==> config.mk <==
export PLATFORM = sky130hd
export DESIGN_NAME = midi_command_trigger_matcher_flat
export DESIGN_NICKNAME = d
export VERILOG_FILES = /design/src/rtl/core/mctm_pkg.sv /design/src/rtl/core/mctm_stream_if.sv /design/src/rtl/core/mctm_ram.sv /design/src/rtl/core/midi_command_trigger_matcher.sv /design/src/flat_wrapper.sv
export VERILOG_INCLUDE_DIRS = /design/src /design/src/rtl/core
export SDC_FILE = /design/constraint.sdc
export NUM_CORES = 1
export LEC_CHECK = 0
export BUFFER_PORTS_ARGS = -buffer_cell sky130_fd_sc_hd__buf_2
export CORE_ASPECT_RATIO = 0.8
export CORE_MARGIN = 2
export CORE_UTILIZATION = 65
export DETAILED_ROUTE_END_ITERATION = 10
export MAX_ROUTING_LAYER = met4
export PLACE_DENSITY = 0.81
export SLEW_MARGIN = 10
export SYNTH_ARGS = -nofsm -noshare
export SYNTH_HDL_FRONTEND = slang
export SYNTH_HIERARCHICAL = 1
export SYNTH_SLANG_ARGS = --single-unit
==> constraint.sdc <==
create_clock -name clk_i -period 4.2 [get_ports clk_i]
set_input_delay 1.26 -clock clk_i [delete_from_list [all_inputs] [get_ports clk_i]]
set_output_delay 1.26 -clock clk_i [all_outputs]
set_load 0.01 [all_outputs]
==> src/rtl/core/midi_command_trigger_matcher_macros.svh <==
// ----------------------------------------------------------------------------
// MIDI command trigger matcher: assertion macros
// Concurrent assertion shorthands, clocked on clk_i, disabled in reset.
// ----------------------------------------------------------------------------
`ifndef MIDI_COMMAND_TRIGGER_MATCHER_MACROS_SVH
`define MIDI_COMMAND_TRIGGER_MATCHER_MACROS_SVH

// Same-cycle implication.
`define MCTM_ASSERT_IMP(label, ante, cons, msg) \
  label: assert property (@(posedge clk_i) disable iff (!rst_ni) \
    (ante) |-> (cons)) else $error(msg);

// Next-cycle implication.
`define MCTM_ASSERT_NXT(label, ante, cons, msg) \
  label: assert property (@(posedge clk_i) disable iff (!rst_ni) \
    (ante) |=> (cons)) else $error(msg);

`endif

==> src/rtl/core/mctm_pkg.sv <==
// ----------------------------------------------------------------------------
// mctm_pkg
// Types, codes and field widths of the MIDI command trigger matcher.
// ----------------------------------------------------------------------------
package mctm_pkg;

  // field widths
  localparam int unsigned ModeW    = 2;
  localparam int unsigned ChanW    = 4;
  localparam int unsigned NumW     = 7;
  localparam int unsigned SlotW    = 5;
  localparam int unsigned EChanW   = 5;
  localparam int unsigned ChainW   = 6;

  // program map depth: one entry per program number
  localparam int unsigned Programs = 128;

  // request modes
  localparam logic [ModeW-1:0] MODE_MSG  = 2'd0;
  localparam logic [ModeW-1:0] MODE_TRIG = 2'd1;
  localparam logic [ModeW-1:0] MODE_MAP  = 2'd2;

  // message kinds
  localparam logic MSG_NOTE_ON  = 1'b0;
  localparam logic MSG_PROG_CHG = 1'b1;

  // result kinds
  localparam logic RES_CHAIN = 1'b0;
  localparam logic RES_TRIG  = 1'b1;

  typedef struct packed {
    logic [ModeW-1:0]  mode;
    logic              msg_kind;
    logic [ChanW-1:0]  midi_channel;
    logic [NumW-1:0]   note_or_program;
    logic [NumW-1:0]   velocity;
    logic [SlotW-1:0]  slot_index;
    logic              entry_active;
    logic              entry_kind;
    logic [EChanW-1:0] entry_channel;
    logic [NumW-1:0]   entry_number;
    logic [NumW-1:0]   entry_threshold;
    logic [ChainW-1:0] chain_number;
  } req_t;

  typedef struct packed {
    logic              result_kind;
    logic [ChainW-1:0] chain_out;
    logic [NumW-1:0]   program_out;
    logic [SlotW-1:0]  trigger_slot;
    logic              last;
  } rsp_t;

  // trigger slot payload; the active flag lives in flops
  typedef struct packed {
    logic              kind;
    logic [EChanW-1:0] channel;
    logic [NumW-1:0]   number;
    logic [NumW-1:0]   threshold;
  } trig_entry_t;

  typedef enum logic [2:0] {
    ST_IDLE,
    ST_MSCAN,
    ST_MWR,
    ST_PRD,
    ST_PCHK,
    ST_TRD,
    ST_TCMP,
    ST_FIN
  } state_e;

endpackage

==> src/rtl/core/mctm_stream_if.sv <==
// ----------------------------------------------------------------------------
// mctm_stream_if
// Valid/ready channel carrying one packed payload.
// ----------------------------------------------------------------------------
interface mctm_stream_if #(
  parameter type payload_t = logic
);
  logic     valid;
  logic     ready;
  payload_t payload;

  modport source (output valid, output payload, input ready);
  modport sink   (input valid, input payload, output ready);
endinterface

==> src/rtl/core/mctm_ram.sv <==
// ----------------------------------------------------------------------------
// mctm_ram
// Simple dual-port RAM, one write and one registered read port.
// ----------------------------------------------------------------------------
module mctm_ram #(
  parameter int unsigned Width = 8,
  parameter int unsigned Depth = 16,
  localparam int unsigned AddrW = (Depth > 1) ? $clog2(Depth) : 1
) (
  input  logic             clk_i,
  input  logic             we_i,
  input  logic [AddrW-1:0] waddr_i,
  input  logic [Width-1:0] wdata_i,
  input  logic [AddrW-1:0] raddr_i,
  output logic [Width-1:0] rdata_o
);

  logic [Width-1:0] mem_q [Depth];
  logic [Width-1:0] rdata_q;

  always_ff @(posedge clk_i) begin
    if (we_i) begin
      mem_q[waddr_i] <= wdata_i;
    end
    rdata_q <= mem_q[raddr_i];
  end

  assign rdata_o = rdata_q;

endmodule

==> src/rtl/core/midi_command_trigger_matcher.sv <==
// ----------------------------------------------------------------------------
// midi_command_trigger_matcher
// Matches note-on / program-change requests against a trigger table and a
// program-to-chain map; also takes table and map writes.
// ----------------------------------------------------------------------------
//
//  port   dir   modport  payload  notes
//  req_i  in    sink     req_t    message, trigger write or map write
//  rsp_o  out   source   rsp_t    chain switch / fired slot, last flag
//
//  Trigger write: written straight from the accepted request. Map write: one pass over all 128
//  map entries through the map RAM read port, then the write.
//  Note-on: each trigger slot is read (ST_TRD), then compared (ST_TCMP), before
//  the next slot is read; program change first reads and checks the map.
//  Output stalls add cycles only when a finished match has to wait on a full
//  output register. req_i.ready is high only between requests.
//  Reset clears all slot active flags and map valid flags at once.
//
`include "midi_command_trigger_matcher_macros.svh"

module midi_command_trigger_matcher
  import mctm_pkg::*;
#(
  parameter int unsigned TRIGGER_SLOTS = 32,
  parameter int unsigned CHAIN_COUNT   = 64
) (
  input  logic         clk_i,
  input  logic         rst_ni,
  mctm_stream_if.sink   req_i,
  mctm_stream_if.source rsp_o
);

  localparam int unsigned SIdxW  = (TRIGGER_SLOTS > 1) ? $clog2(TRIGGER_SLOTS) : 1;
  localparam int unsigned PIdxW  = $clog2(Programs);
  localparam logic [SIdxW-1:0] SlotLast = SIdxW'(TRIGGER_SLOTS - 1);
  localparam logic [PIdxW-1:0] ProgLast = PIdxW'(Programs - 1);

  // --------------------------------------------------------------------------
  // request capture
  // --------------------------------------------------------------------------
  req_t req;
  logic req_acc;

  assign req     = req_i.payload;
  assign req_acc = req_i.valid && req_i.ready;

  state_e state_q, state_d;

  logic              kind_q;
  logic [ChanW-1:0]  chan_q;
  logic [NumW-1:0]   num_q;
  logic [NumW-1:0]   vel_q;
  logic [ChainW-1:0] chain_q;

  always_ff @(posedge clk_i) begin
    if (req_acc) begin
      kind_q  <= req.msg_kind;
      chan_q  <= req.midi_channel;
      num_q   <= req.note_or_program;
      vel_q   <= req.velocity;
      chain_q <= req.chain_number;
    end
  end

  logic trig_wr_ok;
  logic map_wr_ok;

  assign trig_wr_ok = (32'(req.slot_index) < 32'(TRIGGER_SLOTS));
  assign map_wr_ok  = (32'(req.chain_number) < 32'(CHAIN_COUNT));

  // --------------------------------------------------------------------------
  // trigger table: payload in RAM, active flags in flops
  // --------------------------------------------------------------------------
  logic                   trig_we;
  trig_entry_t            trig_wdata;
  logic [$bits(trig_entry_t)-1:0] trig_rdata;
  logic [SIdxW-1:0]       slot_cnt_q;
  logic [TRIGGER_SLOTS-1:0] active_q;

  assign trig_we    = req_acc && (req.mode == MODE_TRIG) && trig_wr_ok;
  assign trig_wdata = '{kind:      req.entry_kind,
                        channel:   req.entry_channel,
                        number:    req.entry_number,
                        threshold: req.entry_threshold};

  mctm_ram #(
    .Width ($bits(trig_entry_t)),
    .Depth (TRIGGER_SLOTS)
  ) u_trig_ram (
    .clk_i   (clk_i),
    .we_i    (trig_we),
    .waddr_i (SIdxW'(req.slot_index)),
    .wdata_i (trig_wdata),
    .raddr_i (slot_cnt_q),
    .rdata_o (trig_rdata)
  );

  always_ff @(posedge clk_i or negedge rst_ni) begin
    if (!rst_ni) begin
      active_q <= '0;
    end else if (trig_we) begin
      active_q[SIdxW'(req.slot_index)] <= req.entry_active;
    end
  end

  // slot compare: the shared match unit, one slot per pass
  trig_entry_t ent;
  logic        chan_ok;
  logic        vel_ok;
  logic        trig_hit;

  assign ent     = trig_entry_t'(trig_rdata);
  assign chan_ok = (ent.channel == '0) || (ent.channel == ({1'b0, chan_q} + 5'd1));
  // threshold only gates note-on, and zero disables it
  assign vel_ok  = (kind_q == MSG_PROG_CHG) || (ent.threshold == '0) ||
                   (vel_q >= ent.threshold);
  assign trig_hit = active_q[slot_cnt_q] && (ent.kind == kind_q) && chan_ok &&
                    (ent.number == num_q) && vel_ok;

  // --------------------------------------------------------------------------
  // program map: chain in RAM, valid flags in flops
  // --------------------------------------------------------------------------
  logic [PIdxW-1:0]  map_cnt_q;
  logic [PIdxW-1:0]  map_raddr;
  logic [ChainW-1:0] map_rdata;
  logic [Programs-1:0] map_valid_q;
  logic [Programs-1:0] map_valid_d;
  logic              cmp_act_q;
  logic [PIdxW-1:0]  cmp_idx_q;
  logic              cmp_hit;

  assign map_raddr = (state_q == ST_MSCAN) ? map_cnt_q : num_q;

  mctm_ram #(
    .Width (ChainW),
    .Depth (Programs)
  ) u_map_ram (
    .clk_i   (clk_i),
    .we_i    (state_q == ST_MWR),
    .waddr_i (num_q),
    .wdata_i (chain_q),
    .raddr_i (map_raddr),
    .rdata_o (map_rdata)
  );

  // scan pipeline: read issued one cycle, compared the next
  assign cmp_hit = cmp_act_q && map_valid_q[cmp_idx_q] && (map_rdata == chain_q);

  // drop old pointers to the chain, then the new entry wins
  always_comb begin
    map_valid_d = map_valid_q;
    if (cmp_hit) begin
      map_valid_d[cmp_idx_q] = 1'b0;
    end
    if (state_q == ST_MWR) begin
      map_valid_d[num_q] = 1'b1;
    end
  end

  always_ff @(posedge clk_i or negedge rst_ni) begin
    if (!rst_ni) begin
      cmp_act_q   <= 1'b0;
      map_valid_q <= '0;
    end else begin
      cmp_act_q   <= (state_q == ST_MSCAN);
      map_valid_q <= map_valid_d;
    end
  end

  always_ff @(posedge clk_i) begin
    cmp_idx_q <= map_cnt_q;
  end

  always_ff @(posedge clk_i or negedge rst_ni) begin
    if (!rst_ni) begin
      map_cnt_q <= '0;
    end else if (req_acc) begin
      map_cnt_q <= '0;
    end else if (state_q == ST_MSCAN) begin
      map_cnt_q <= map_cnt_q + 1'b1;
    end
  end

  // --------------------------------------------------------------------------
  // pending result and output register
  // --------------------------------------------------------------------------
  // A match is held as pending until the next match or the end of the scan
  // shows whether it is the last one.
  logic pend_q;
  rsp_t pend_rsp_q;
  logic out_valid_q;
  rsp_t out_q;
  logic out_free;

  assign out_free = !out_valid_q || rsp_o.ready;

  // --------------------------------------------------------------------------
  // sequencer: next state
  // --------------------------------------------------------------------------
  logic tcmp_stall;

  assign tcmp_stall = trig_hit && pend_q && !out_free;

  always_comb begin
    state_d = state_q;
    case (state_q)
      ST_IDLE: begin
        if (req_acc) begin
          case (req.mode)
            MODE_MSG: state_d = (req.msg_kind == MSG_PROG_CHG) ? ST_PRD : ST_TRD;
            MODE_MAP: state_d = map_wr_ok ? ST_MSCAN : ST_IDLE;
            default:  state_d = ST_IDLE;
          endcase
        end
      end
      ST_MSCAN: begin
        if (map_cnt_q == ProgLast) begin
          state_d = ST_MWR;
        end
      end
      ST_MWR:  state_d = ST_IDLE;
      ST_PRD:  state_d = ST_PCHK;
      ST_PCHK: state_d = ST_TRD;
      ST_TRD:  state_d = ST_TCMP;
      ST_TCMP: begin
        if (!tcmp_stall) begin
          state_d = (slot_cnt_q == SlotLast) ? ST_FIN : ST_TRD;
        end
      end
      ST_FIN: begin
        if (!pend_q || out_free) begin
          state_d = ST_IDLE;
        end
      end
      default: state_d = ST_IDLE;
    endcase
  end

  // --------------------------------------------------------------------------
  // sequencer: datapath controls
  // --------------------------------------------------------------------------
  logic emit;
  logic emit_last;
  logic pend_chain;
  logic pend_trig;
  logic pend_clr;
  logic slot_inc;

  always_comb begin
    emit       = 1'b0;
    emit_last  = 1'b0;
    pend_chain = 1'b0;
    pend_trig  = 1'b0;
    pend_clr   = 1'b0;
    slot_inc   = 1'b0;
    case (state_q)
      ST_PCHK: begin
        pend_chain = map_valid_q[num_q];
      end
      ST_TCMP: begin
        if (!tcmp_stall) begin
          slot_inc  = (slot_cnt_q != SlotLast);
          pend_trig = trig_hit;
          emit      = trig_hit && pend_q;
        end
      end
      ST_FIN: begin
        if (pend_q && out_free) begin
          emit      = 1'b1;
          emit_last = 1'b1;
          pend_clr  = 1'b1;
        end
      end
      default: begin
        emit = 1'b0;
      end
    endcase
  end

  always_ff @(posedge clk_i or negedge rst_ni) begin
    if (!rst_ni) begin
      state_q     <= ST_IDLE;
      slot_cnt_q  <= '0;
      pend_q      <= 1'b0;
      out_valid_q <= 1'b0;
    end else begin
      state_q <= state_d;
      if (req_acc) begin
        slot_cnt_q <= '0;
      end else if (slot_inc) begin
        slot_cnt_q <= slot_cnt_q + 1'b1;
      end
      if (pend_chain || pend_trig) begin
        pend_q <= 1'b1;
      end else if (pend_clr) begin
        pend_q <= 1'b0;
      end
      if (emit) begin
        out_valid_q <= 1'b1;
      end else if (rsp_o.ready) begin
        out_valid_q <= 1'b0;
      end
    end
  end

  always_ff @(posedge clk_i) begin
    if (pend_chain) begin
      pend_rsp_q <= '{result_kind:  RES_CHAIN,
                      chain_out:    map_rdata,
                      program_out:  num_q,
                      trigger_slot: '0,
                      last:         1'b0};
    end else if (pend_trig) begin
      pend_rsp_q <= '{result_kind:  RES_TRIG,
                      chain_out:    '0,
                      program_out:  '0,
                      trigger_slot: SlotW'(slot_cnt_q),
                      last:         1'b0};
    end
    if (emit) begin
      out_q <= '{result_kind:  pend_rsp_q.result_kind,
                 chain_out:    pend_rsp_q.chain_out,
                 program_out:  pend_rsp_q.program_out,
                 trigger_slot: pend_rsp_q.trigger_slot,
                 last:         emit_last};
    end
  end

  assign req_i.ready   = (state_q == ST_IDLE);
  assign rsp_o.valid   = out_valid_q;
  assign rsp_o.payload = out_q;

  // --------------------------------------------------------------------------
  // assertions
  // --------------------------------------------------------------------------
  `MCTM_ASSERT_IMP(a_idle_no_pend, state_q == ST_IDLE, !pend_q,
    "pending result left over between requests")
  `MCTM_ASSERT_NXT(a_map_wr_sets, state_q == ST_MWR, map_valid_q[num_q],
    "mapped program not valid after map write")
  `MCTM_ASSERT_IMP(a_slot_steady, state_q == ST_TCMP, $stable(slot_cnt_q),
    "slot index moved between read and compare")

endmodule
==> src/flat_wrapper.sv <==
// flat-port wrapper written by rule: the top's interface ports become plain ports
module midi_command_trigger_matcher_flat import mctm_pkg::*;
#(
  parameter int unsigned TRIGGER_SLOTS = 32,
  parameter int unsigned CHAIN_COUNT   = 64
)
  (clk_i, rst_ni, req_i_valid, req_i_payload, req_i_ready, rsp_o_valid, rsp_o_payload, rsp_o_ready);
  mctm_stream_if req_i_i ();
  mctm_stream_if rsp_o_i ();
  input  logic clk_i;
  input  logic rst_ni;
  input wire logic [$bits(req_i_i.valid)-1:0] req_i_valid;
  input wire logic [$bits(req_i_i.payload)-1:0] req_i_payload;
  output wire logic [$bits(req_i_i.ready)-1:0] req_i_ready;
  output wire logic [$bits(rsp_o_i.valid)-1:0] rsp_o_valid;
  output wire logic [$bits(rsp_o_i.payload)-1:0] rsp_o_payload;
  input wire logic [$bits(rsp_o_i.ready)-1:0] rsp_o_ready;
  assign req_i_i.valid = req_i_valid;
  assign req_i_i.payload = req_i_payload;
  assign req_i_ready = req_i_i.ready;
  assign rsp_o_valid = rsp_o_i.valid;
  assign rsp_o_payload = rsp_o_i.payload;
  assign rsp_o_i.ready = rsp_o_ready;
  midi_command_trigger_matcher #(.TRIGGER_SLOTS(TRIGGER_SLOTS), .CHAIN_COUNT(CHAIN_COUNT)) u_core (.clk_i(clk_i), .rst_ni(rst_ni), .req_i(req_i_i), .rsp_o(rsp_o_i));
endmodule
Word level (Yosys, flattened, before mapping)
Memory sizes are Yosys's and may differ from the RTL's. A register that Yosys moved wholly into a read port is not among the register bits.
Index checks and enable logic that the tools add are counted.

word-level totals
  bits in registers = 181
  latch bits = 0
  bits in writable memories = 128
  bits in read-only memories = 32
  bits of input ports = 5
  output and inout port bits = 3
  logic and storage cells = 102
  memories = 2

operators by class
  $add $sub $neg = 2
  multiply operators = 0
  divide/modulo/power cells = 0
  order comparisons = 4
  equality and inequality tests = 16
  shift operators = 0
  mux-type cells = 33
  bitwise gates (word level) = 3
  reductions and logical operators = 29

memories
  memory                  depth  width  read ports  clocked after memory_dff  write ports  RTL line                             RTL
  u_core.u_map_ram.mem_q  128    1      1           1                         1            mctm_ram.sv:18                       logic [Width-1:0] mem_q [Depth];
  (name not given)        32     1      1           0                         0            midi_command_trigger_matcher.sv:117  assign trig_hit = active_q[slot_cnt_q] && (ent.kind == kind_q) && chan_ok &&

operators by type and width
  cell                   count
  $and A128 B128 Y128    1
  $mux W128              1
  $not A128 Y128         1
  $pmux W3 S8            1
  $mux W7                3
  $mux W1                18
  $logic_not A7 Y1       2
  $eq A3 B3 Y1 const B   4
  $mux W3                4
  $logic_and A1 B1 Y1    11
  $mux W5                2
  $reduce_bool A2 Y1     5
  $lt A7 B8 Y1 const B   1
  $add A7 B1 Y7 const B  1
  $bmux W1 S7            1
  $demux W1 S7           1
  $eq A7 B7 Y1 const B   1
  $ge A1 B7 Y1 const A   1
  $ge A7 B1 Y1 const B   1
  $eq A3 B2 Y1 const B   2
  $eq A6 B1 Y1           1
  $lt A5 B6 Y1 const B   1
  $ne A2 B2 Y1 const B   3
  $add A5 B1 Y5 const B  1
  other kinds (13)       19

Depth between registers and ports, before layout
Gate-level depths: netlist of the first run.

  depth after elaboration = 12
  mapped depth = 13
  mapped depth without buffers = 8

Cells and area by module
The synthesis of the first run kept the hierarchy.

by module, submodules not included
  module                        times used  cells each  area an instance (um^2)  sequential area each (um^2)
  mctm_ram                      1           1,271       29,923.7                 23,182.2
  midi_command_trigger_matcher  1           596         7,275.7                  3,853.7

Least setup slack after synthesis of the first run
OpenSTA, ideal clock, no wires.

  kind = reg-to-reg
  start = register u_core.state_q[2]
  end = register u_core.u_map_ram.rdata_q[0], in the netlist u_core/u_map_ram/rdata_o[0], read port of u_core.u_map_ram.mem_q
  setup time = 0.121 ns
  data arrival time = 3.278 ns
  required time = 4.079 ns
  setup slack = 0.802 ns
  stages on the path, launching flop included = 10
  buffers on the path = 3
  period minus slack after synthesis = 3.398 ns
  cell sequence = dfrtp_1 > clkbuf_1 > nor2_1 > and3_1 > clkbuf_1 > clkbuf_1 > mux4_2 > mux4_2 > mux4_2 > mux2_2

between the ends
  longest elaborated chain between the ends = 2

ends and longest elaborated chain
  element                   RTL line                             RTL
  start: declaration        midi_command_trigger_matcher.sv:47   state_e state_q, state_d;
  start signal: assignment  midi_command_trigger_matcher.sv:287  state_q <= state_d;
  $eq A3 B1 Y1              midi_command_trigger_matcher.sv:132  assign map_raddr = (state_q == ST_MSCAN) ? map_cnt_q : num_q;
  $mux W7                   midi_command_trigger_matcher.sv:132
  via u_core.map_raddr[0]   midi_command_trigger_matcher.sv:124  logic [PIdxW-1:0] map_raddr;
  end: declaration          mctm_ram.sv:19                       logic [Width-1:0] rdata_q;

The timed path passes the listed nets, and every way through them passes these cells.
A chain may end at the register's enable or synchronous reset.

==> impl_metrics.env, run 1 <==
export IMPL_cts_root_buffer="clkbuf_16"
export IMPL_worst_setup_path_start_kind="flop"
export IMPL_cts_sinks=929
export IMPL_synth_most_common_cell="edfxtp_1"
export IMPL_via_count=20160
export IMPL_max_cap_violations=0
export IMPL_synthFlopType="edfxtp_1"
export IMPL_drive_above_1_share=0.1852
export IMPL_dieArea_um2=59170
export IMPL_gp_congestion=0.8460
export IMPL_postCtsSetupBuffers=0
export IMPL_cp_slowest_stage_delay_ns=0.58
export IMPL_crit_fanout=25
export IMPL_dp_hpwl_mm=51.97
export IMPL_drtIter0Drc=2738
export IMPL_cts_inserted_buffers=85
export IMPL_syn_area_um2=37200
export IMPL_min_path_cells=0
export IMPL_ys_top_cells_by_area="edfxtp_1 (62%), mux4_2 (16%), dfrtp_1 (9.8%)"
export IMPL_setup_violations=0
export IMPL_path_clk_slew_ns=0.07
export IMPL_grt_usage=0.3076
export IMPL_avgSynthCellArea_um2=19.92
export IMPL_worst_endpoint_required_ns=4.72
export IMPL_ys_seq_elements=929
export IMPL_drc_errors=0
export IMPL_antenna_found_initial=5
export IMPL_dp_slack_ns=0.4206
export IMPL_first_pass_iters=7
export IMPL_fin_crit_sh=0.9219
export IMPL_rsz0062_at_grt="no"
export IMPL_synth_common_cells="edfxtp_1 (770), mux4_2 (265), dfrtp_1 (146)"
export IMPL_core_area_um2=56600
export IMPL_cp_top_family="multiplexers"
export IMPL_status="complete, but fails checks"
export IMPL_crit_chain="nor2_1, and3_4, buf_12, buf_12, mux4_2, mux4_2, mux4_2, mux2_2"
export IMPL_nNetsFinal=2550
export IMPL_max_freq_mhz=258.3
export IMPL_hold_ws_ns=0.4560
export IMPL_wire_per_inst_um=24.76
export IMPL_cts_tree="done"
export IMPL_grt_max_degree=110
export IMPL_hold_viol=0
export IMPL_grt_pass1_wl_mm=128.7
export IMPL_grt_ovfl_total=0
export IMPL_slowest_stage="mux4_2"
export IMPL_max_vdd_ir_drop_mv=0.4455
export IMPL_routed_via_density=5.975
export IMPL_worst_pin_slew_ns=1.603
export IMPL_cts_hold_fix_buffers=0
export IMPL_fillers=3001
export IMPL_ios=8
export IMPL_period_minus_slack_ns=3.872
export IMPL_ant_nets=0
export IMPL_worst_path_stages=8
export IMPL_port_buffers=7
export IMPL_ctsLongestPathBuffers=3
export IMPL_ys_warn_count=6
export IMPL_synth_cells=1867
export IMPL_seq_area_frac_synth=0.7268
export IMPL_initial_core_util=0.6572
export IMPL_arrival_ns=4.40
export IMPL_wl_mm=83.53
export IMPL_leakage_nw=15.12
export IMPL_grt_pass1_vias=21090
export IMPL_finalSetupTns_ns=0
export IMPL_rr_worst_depth=8
export IMPL_ctsResizeCount=0
export IMPL_area_growth_pct=16.80
export IMPL_cp_end_kind="flop"
export IMPL_htree_num_levels=3
export IMPL_die_w_um=271.5
export IMPL_crit_buf_inv=2
export IMPL_yosys_area_top_type="edfxtp_1"
export IMPL_p_per_area_nw_per_um2=489.9
export IMPL_ys_types=57
export IMPL_synth_top_area_frac=0.6216
export IMPL_criticalPathCategory="reg2reg"
export IMPL_max_slew_margin=-0.07214
export IMPL_clk_insertion_delay_late_ns=0.64
export IMPL_cpMostUsedCell="mux4_2"
export IMPL_die_h_um=218.0
export IMPL_synth_edf_count=770
export IMPL_fin_worst_skew_ns=0.03426
export IMPL_synth_async_sr_flop_share=0.1572
export IMPL_final_setup_worst_slack_ns=0.3281
export IMPL_slew_viol_final=14
export IMPL_num_rows=78
export IMPL_hold_path_class="reg2reg"
export IMPL_violations="slew limit"
final timing paths:
kind / slack [ns] / start / to
hold / removal: 0.46 / u_core/map_cnt_q[6] / u_core/cmp_idx_q[6]
setup reg to reg: 0.33 / u_core/state_q[2] / u_core/u_map_ram/rdata_o[4]
max in group asynchronous: 2.75 / rst_ni / u_core/map_valid_q[56]
min in group asynchronous: 0.58 / rst_ni / u_core/map_valid_q[103]
setup / recovery: 0.33 / u_core/state_q[2] / u_core/u_map_ram/rdata_o[4]
hold reg to reg: 0.46 / u_core/map_cnt_q[6] / u_core/cmp_idx_q[6]
final cells by class:
| class | instances | area (um2) | share of cell area |
|---|---|---|---|
| Sequential cell | 929 | 27040 | 0.6223 |
| Multi-Input combinational cell | 1474 | 12070 | 0.2777 |
| Clock buffer | 107 | 2337 | 0.05379 |
| Tap cell | 760 | 950.9 | 0.02188 |
| Clock inverter | 51 | 536.8 | 0.01235 |
| Timing Repair Buffer | 43 | 486.7 | 0.01120 |
| Inverter | 9 | 33.78 | 0.0007775 |
| Antenna cell | 1 | 2.502 | 0.00005759 |
cells in the final DEF (no fill, tap or decap), types with 4 or more instances in the layout:
| cell type | instances |
|---|---|
| a221oi_1 | 10 |
| a31oi_1 | 6 |
| dfxtp_1 | 12 |
| nand3_1 | 25 |
| clkinv_4 | 5 |
| a21oi_1 | 11 |
| nor3_1 | 14 |
| mux2i_1 | 9 |
| o31a_1 | 56 |
| nor2_1 | 145 |
| xor2_1 | 5 |
| o211ai_1 | 5 |
| clkinv_2 | 17 |
| clkbuf_16 | 88 |
| a22oi_1 | 6 |
| inv_6 | 4 |
| or3_1 | 4 |
| mux4_2 | 265 |
| clkbuf_8 | 6 |
| clkbuf_1 | 12 |
| and3_1 | 5 |
| clkinv_1 | 13 |
| o21ai_0 | 11 |
| nand4_1 | 7 |
| mux2_2 | 19 |
| conb_1 | 671 |
| buf_2 | 6 |
| nand2_1 | 53 |
| buf_12 | 14 |
| buf_4 | 22 |
| bufinv_16 | 10 |
| or2_2 | 16 |
| nor2b_1 | 20 |
| dfrtp_1 | 146 |
| edfxtp_1 | 770 |
| o41a_1 | 71 |
| inv_1 | 9 |
metal layers:
metal  share of wire  up-vias  GRT usage
met5               0        -          -
met4           0.030        0    0.09799
met1            0.39    10420     0.4336
met3           0.097      201    0.04856
met2            0.49     1096     0.4747
li1                -     8441          -
per-stage QoR:
| step | util | cell area, um2 | instances | power, W |
|---|---|---|---|---|
| 3_5_place_dp | 0.7168 | 40570 | 3215 | 0.01342 |
| 4_1_cts | 0.7676 | 43450 | 3373 | 0.02130 |
| 6_report | 0.7676 | 43450 | 3374 | 0.02129 |
| 5_1_grt | 0.7676 | 43450 | 3374 | 0.02197 |
| 2_1_floorplan | - | 39710 | 2537 | 0.01264 |
| 3_3_place_gp | 0.7168 | 40570 | 3215 | 0.01333 |
report_power, final:
part / internal (W) / total (W) / switching (W) / leakage (nW)
Sequential: 0.0101 / 0.0104 / 0.000251 / 9.04
Combinational: 0.00105 / 0.00300 / 0.00195 / 4.66
Clock: 0.00458 / 0.00791 / 0.00333 / 1.42
cell families (layout without fill, tap and decap cells):
group,count (synthesis),count (layout),share of synthesized area
compound gates,195,195,0.04766
other cells,1,672,0.0001008
mux,294,294,0.1689
simple gates,304,304,0.03680
buf+inv,134,210,0.01709
fa+ha+maj,3,3,0.001009
xor+xnor,7,7,0.001648
flops,929,929,0.7268
state kept, by name, summed over array words and instances, names as in the netlist:
signal / count
u_core/rsp_o.payload: 1
u_core/map_valid_q: 128
u_core/rsp_o.valid: 1
u_core/slot_cnt_q: 5
u_core/chain_q: 1
u_core/u_map_ram/mem_q: 768
u_core/map_cnt_q: 7
u_core/pend_q: 1
u_core/state_q: 3
u_core/cmp_act_q: 1
u_core/cmp_idx_q: 7
u_core/u_map_ram/rdata_o: 6
Note: power is estimated with default switching activity, not from simulation.
==> inputs of run 2 (changes only) <==
--- a/config.mk
+++ b/config.mk
@@ -7,8 +7,6 @@
 export NUM_CORES = 1
 export LEC_CHECK = 0
 export BUFFER_PORTS_ARGS = -buffer_cell sky130_fd_sc_hd__buf_2
-export CORE_ASPECT_RATIO = 0.8
-export CORE_MARGIN = 2
 export CORE_UTILIZATION = 65
 export DETAILED_ROUTE_END_ITERATION = 10
 export MAX_ROUTING_LAYER = met4
==> constraint.sdc (replaced) <==
create_clock -name clk_i -period 4.2 [get_ports clk_i]
set_input_delay 0.84 -clock clk_i [delete_from_list [all_inputs] [get_ports clk_i]]
set_output_delay 0.84 -clock clk_i [all_outputs]
set_load 0.01 [all_outputs]
==> run 2 against run 1 <==
Effect of this change: the flow still finishes with violations (slew limit); first-iteration DRC count down 18%; critical path depth unchanged; register-to-register slack better by 0.15 ns; clock skew down 0.014 ns; worst hold slack worse by 0.11 ns; wire length down 2.2%; global-route usage down 0.30 points; sequential power about the same; core utilization about the same; critical endpoint is now u_core/u_map_ram/rdata_o[5]; largest power group unchanged.
==> impl_metrics.env, run 2 (synthesis results as in run 1) <==
export IMPL_status="complete, but fails checks"
export IMPL_violations="slew limit"
export IMPL_most_common_layout_cells="edfxtp_1 (770), conb_1 (671), mux4_2 (265), dfrtp_1 (146), nor2_1 (145)"
export IMPL_routed_via_density=5.899
export IMPL_cp_end_kind="flop"
export IMPL_max_vdd_ir_drop_mv=0.4525
export IMPL_num_rows=87
export IMPL_nNetsFinal=2564
export IMPL_hold_ws_ns=0.3435
export IMPL_path_clk_slew_ns=0.06
export IMPL_max_freq_mhz=268.9
export IMPL_crit_fanout=25
export IMPL_wire_per_inst_um=24.15
export IMPL_clkPwrFrac=0.362
export IMPL_ios=8
export IMPL_multi_input_area_um2=12070
export IMPL_clk_insertion_delay_late_ns=0.63
export IMPL_cts_inserted_buffers=90
export IMPL_arrival_ns=4.24
export IMPL_antenna_found_initial=1
export IMPL_initial_core_util=0.6585
export IMPL_rsz0062_at_grt="no"
export IMPL_grt_pass1_vias=20490
export IMPL_setup_violations=0
export IMPL_largest_reg_flops=768
export IMPL_worst_endpoint_required_ns=4.72
export IMPL_num_antenna_cells=0
export IMPL_cpMostUsedCell="mux4_2"
export IMPL_final_common_cell="edfxtp_1"
export IMPL_placed_cells=3220
export IMPL_max_slew_margin=-0.1227
export IMPL_grt_ovfl_total=0
export IMPL_slowest_stage="mux4_2"
export IMPL_dp_hpwl_mm=51.24
export IMPL_die_h_um=241.2
export IMPL_cts_root_buffer="clkbuf_16"
export IMPL_ctsResizeCount=0
export IMPL_drive_above_1_share=0.1838
export IMPL_gp_congestion=0.8558
export IMPL_cts_sinks=929
export IMPL_switchingPower_w=0.005437
export IMPL_dieArea_um2=58190
export IMPL_p_int_w=0.01554
export IMPL_postCtsSetupBuffers=0
export IMPL_ff_latch_area_um2=27040
export IMPL_grt_max_degree=105
export IMPL_first_pass_iters=7
export IMPL_grt_pass1_wl_mm=123.1
export IMPL_switching_share=0.2592
export IMPL_fin_worst_skew_ns=0.02067
export IMPL_stdcell_count=3384
export IMPL_area_growth_pct=16.57
export IMPL_period_minus_slack_ns=3.719
export IMPL_finalSetupTns_ns=0
export IMPL_core_area_um2=56500
export IMPL_slew_viol_final=14
export IMPL_crit_chain="nor2_1, and3_4, buf_12, buf_12, mux4_2, mux4_2, mux4_2, mux2_2"
export IMPL_max_cap_violations=0
export IMPL_regMostFlops="u_core/u_map_ram/mem_q"
export IMPL_criticalPathCategory="reg2reg"
export IMPL_fin_crit_sh=0.8856
export IMPL_hold_viol=0
export IMPL_drc_errors=0
export IMPL_leakage_nw=15.09
export IMPL_wl_mm=81.73
export IMPL_hold_path_class="in2async"
export IMPL_top_regs="u_core/u_map_ram/mem_q x768, u_core/map_valid_q x128"
export IMPL_via_count=19960
export IMPL_p_per_area_nw_per_um2=483.7
export IMPL_fillers=3023
export IMPL_drtIter0Drc=2258
export IMPL_worst_setup_path_start_kind="flop"
export IMPL_cp_slowest_stage_delay_ns=0.58
export IMPL_port_buffers=7
export IMPL_ctsLongestPathBuffers=3
export IMPL_worst_pin_slew_ns=1.679
export IMPL_seqPwrFrac=0.495
export IMPL_die_w_um=241.2
export IMPL_ant_nets=0
export IMPL_htree_num_levels=3
export IMPL_cts_tree="done"
export IMPL_cts_hold_fix_buffers=0
export IMPL_combPwrFrac=0.143
export IMPL_grt_usage=0.3046
## run 2: per-layer routing
metal	wire length [um]	global-route usage
met1	30120	0.4002
met2	41860	0.4929
met3	7074	0.04558
met4	2682	0.1114
met5	0	-
## run 2: through the flow
| step | setup slack, ns | power [W] | instance area [um2] | util |
|---|---|---|---|---|
| after floorplan | 0.8016 | 0.01264 | 39710 | - |
| after global placement | 0.5103 | 0.01335 | 40590 | 0.7184 |
| after detailed placement | 0.4916 | 0.01343 | 40590 | 0.7184 |
| after CTS | 0.4687 | 0.02098 | 43360 | 0.7675 |
| after global routing | 0.3561 | 0.02159 | 43360 | 0.7675 |
| final | 0.4805 | 0.02097 | 43360 | 0.7675 |
## run 2: critical path: cells and delay by family (launching register included)
family,cells,cell delay [ns]
buffers and inverters,2,0.50
multiplexers,4,1.96
AND/OR/NAND/NOR,2,0.63
flip-flops,1,0.49
## run 2: path summary, 6_finish.rpt
kind / slack (ns) / end / cells past startpoint / startpoint
min: 0.34 / u_core/map_valid_q[122] / 1 / rst_ni
min reg2reg: 0.48 / u_core/cmp_idx_q[2] / 0 / u_core/map_cnt_q[2]
max reg2reg: 0.48 / u_core/u_map_ram/rdata_o[5] / 8 / u_core/state_q[2]
min in group clk_i: 0.40 / u_core/chain_q[0] / 1 / req_i_payload
max in group asynchronous: 2.99 / u_core/map_valid_q[73] / 2 / rst_ni
max: 0.48 / u_core/u_map_ram/rdata_o[5] / 8 / u_core/state_q[2]
## run 2: power by group through the flow
stage	Combinational, W	Clock, W	Sequential, W
2_1_floorplan	0.00223	0	0.0104
3_3_place_gp	0.00279	0	0.0106
3_5_place_dp	0.00286	0	0.0106
4_1_cts	0.00290	0.00771	0.0104
5_1_grt	0.00317	0.00802	0.0104
6_report	0.00300	0.00759	0.0104
## run 2: cell type report
type	instances	area share
flip-flops and latches	929	0.6235
multi-input cells	1474	0.2782
clock buffers	121	0.05748
well taps	756	0.02181
repair buffers	52	0.01163
clock inverters	43	0.006521
inverters	9	0.0007791
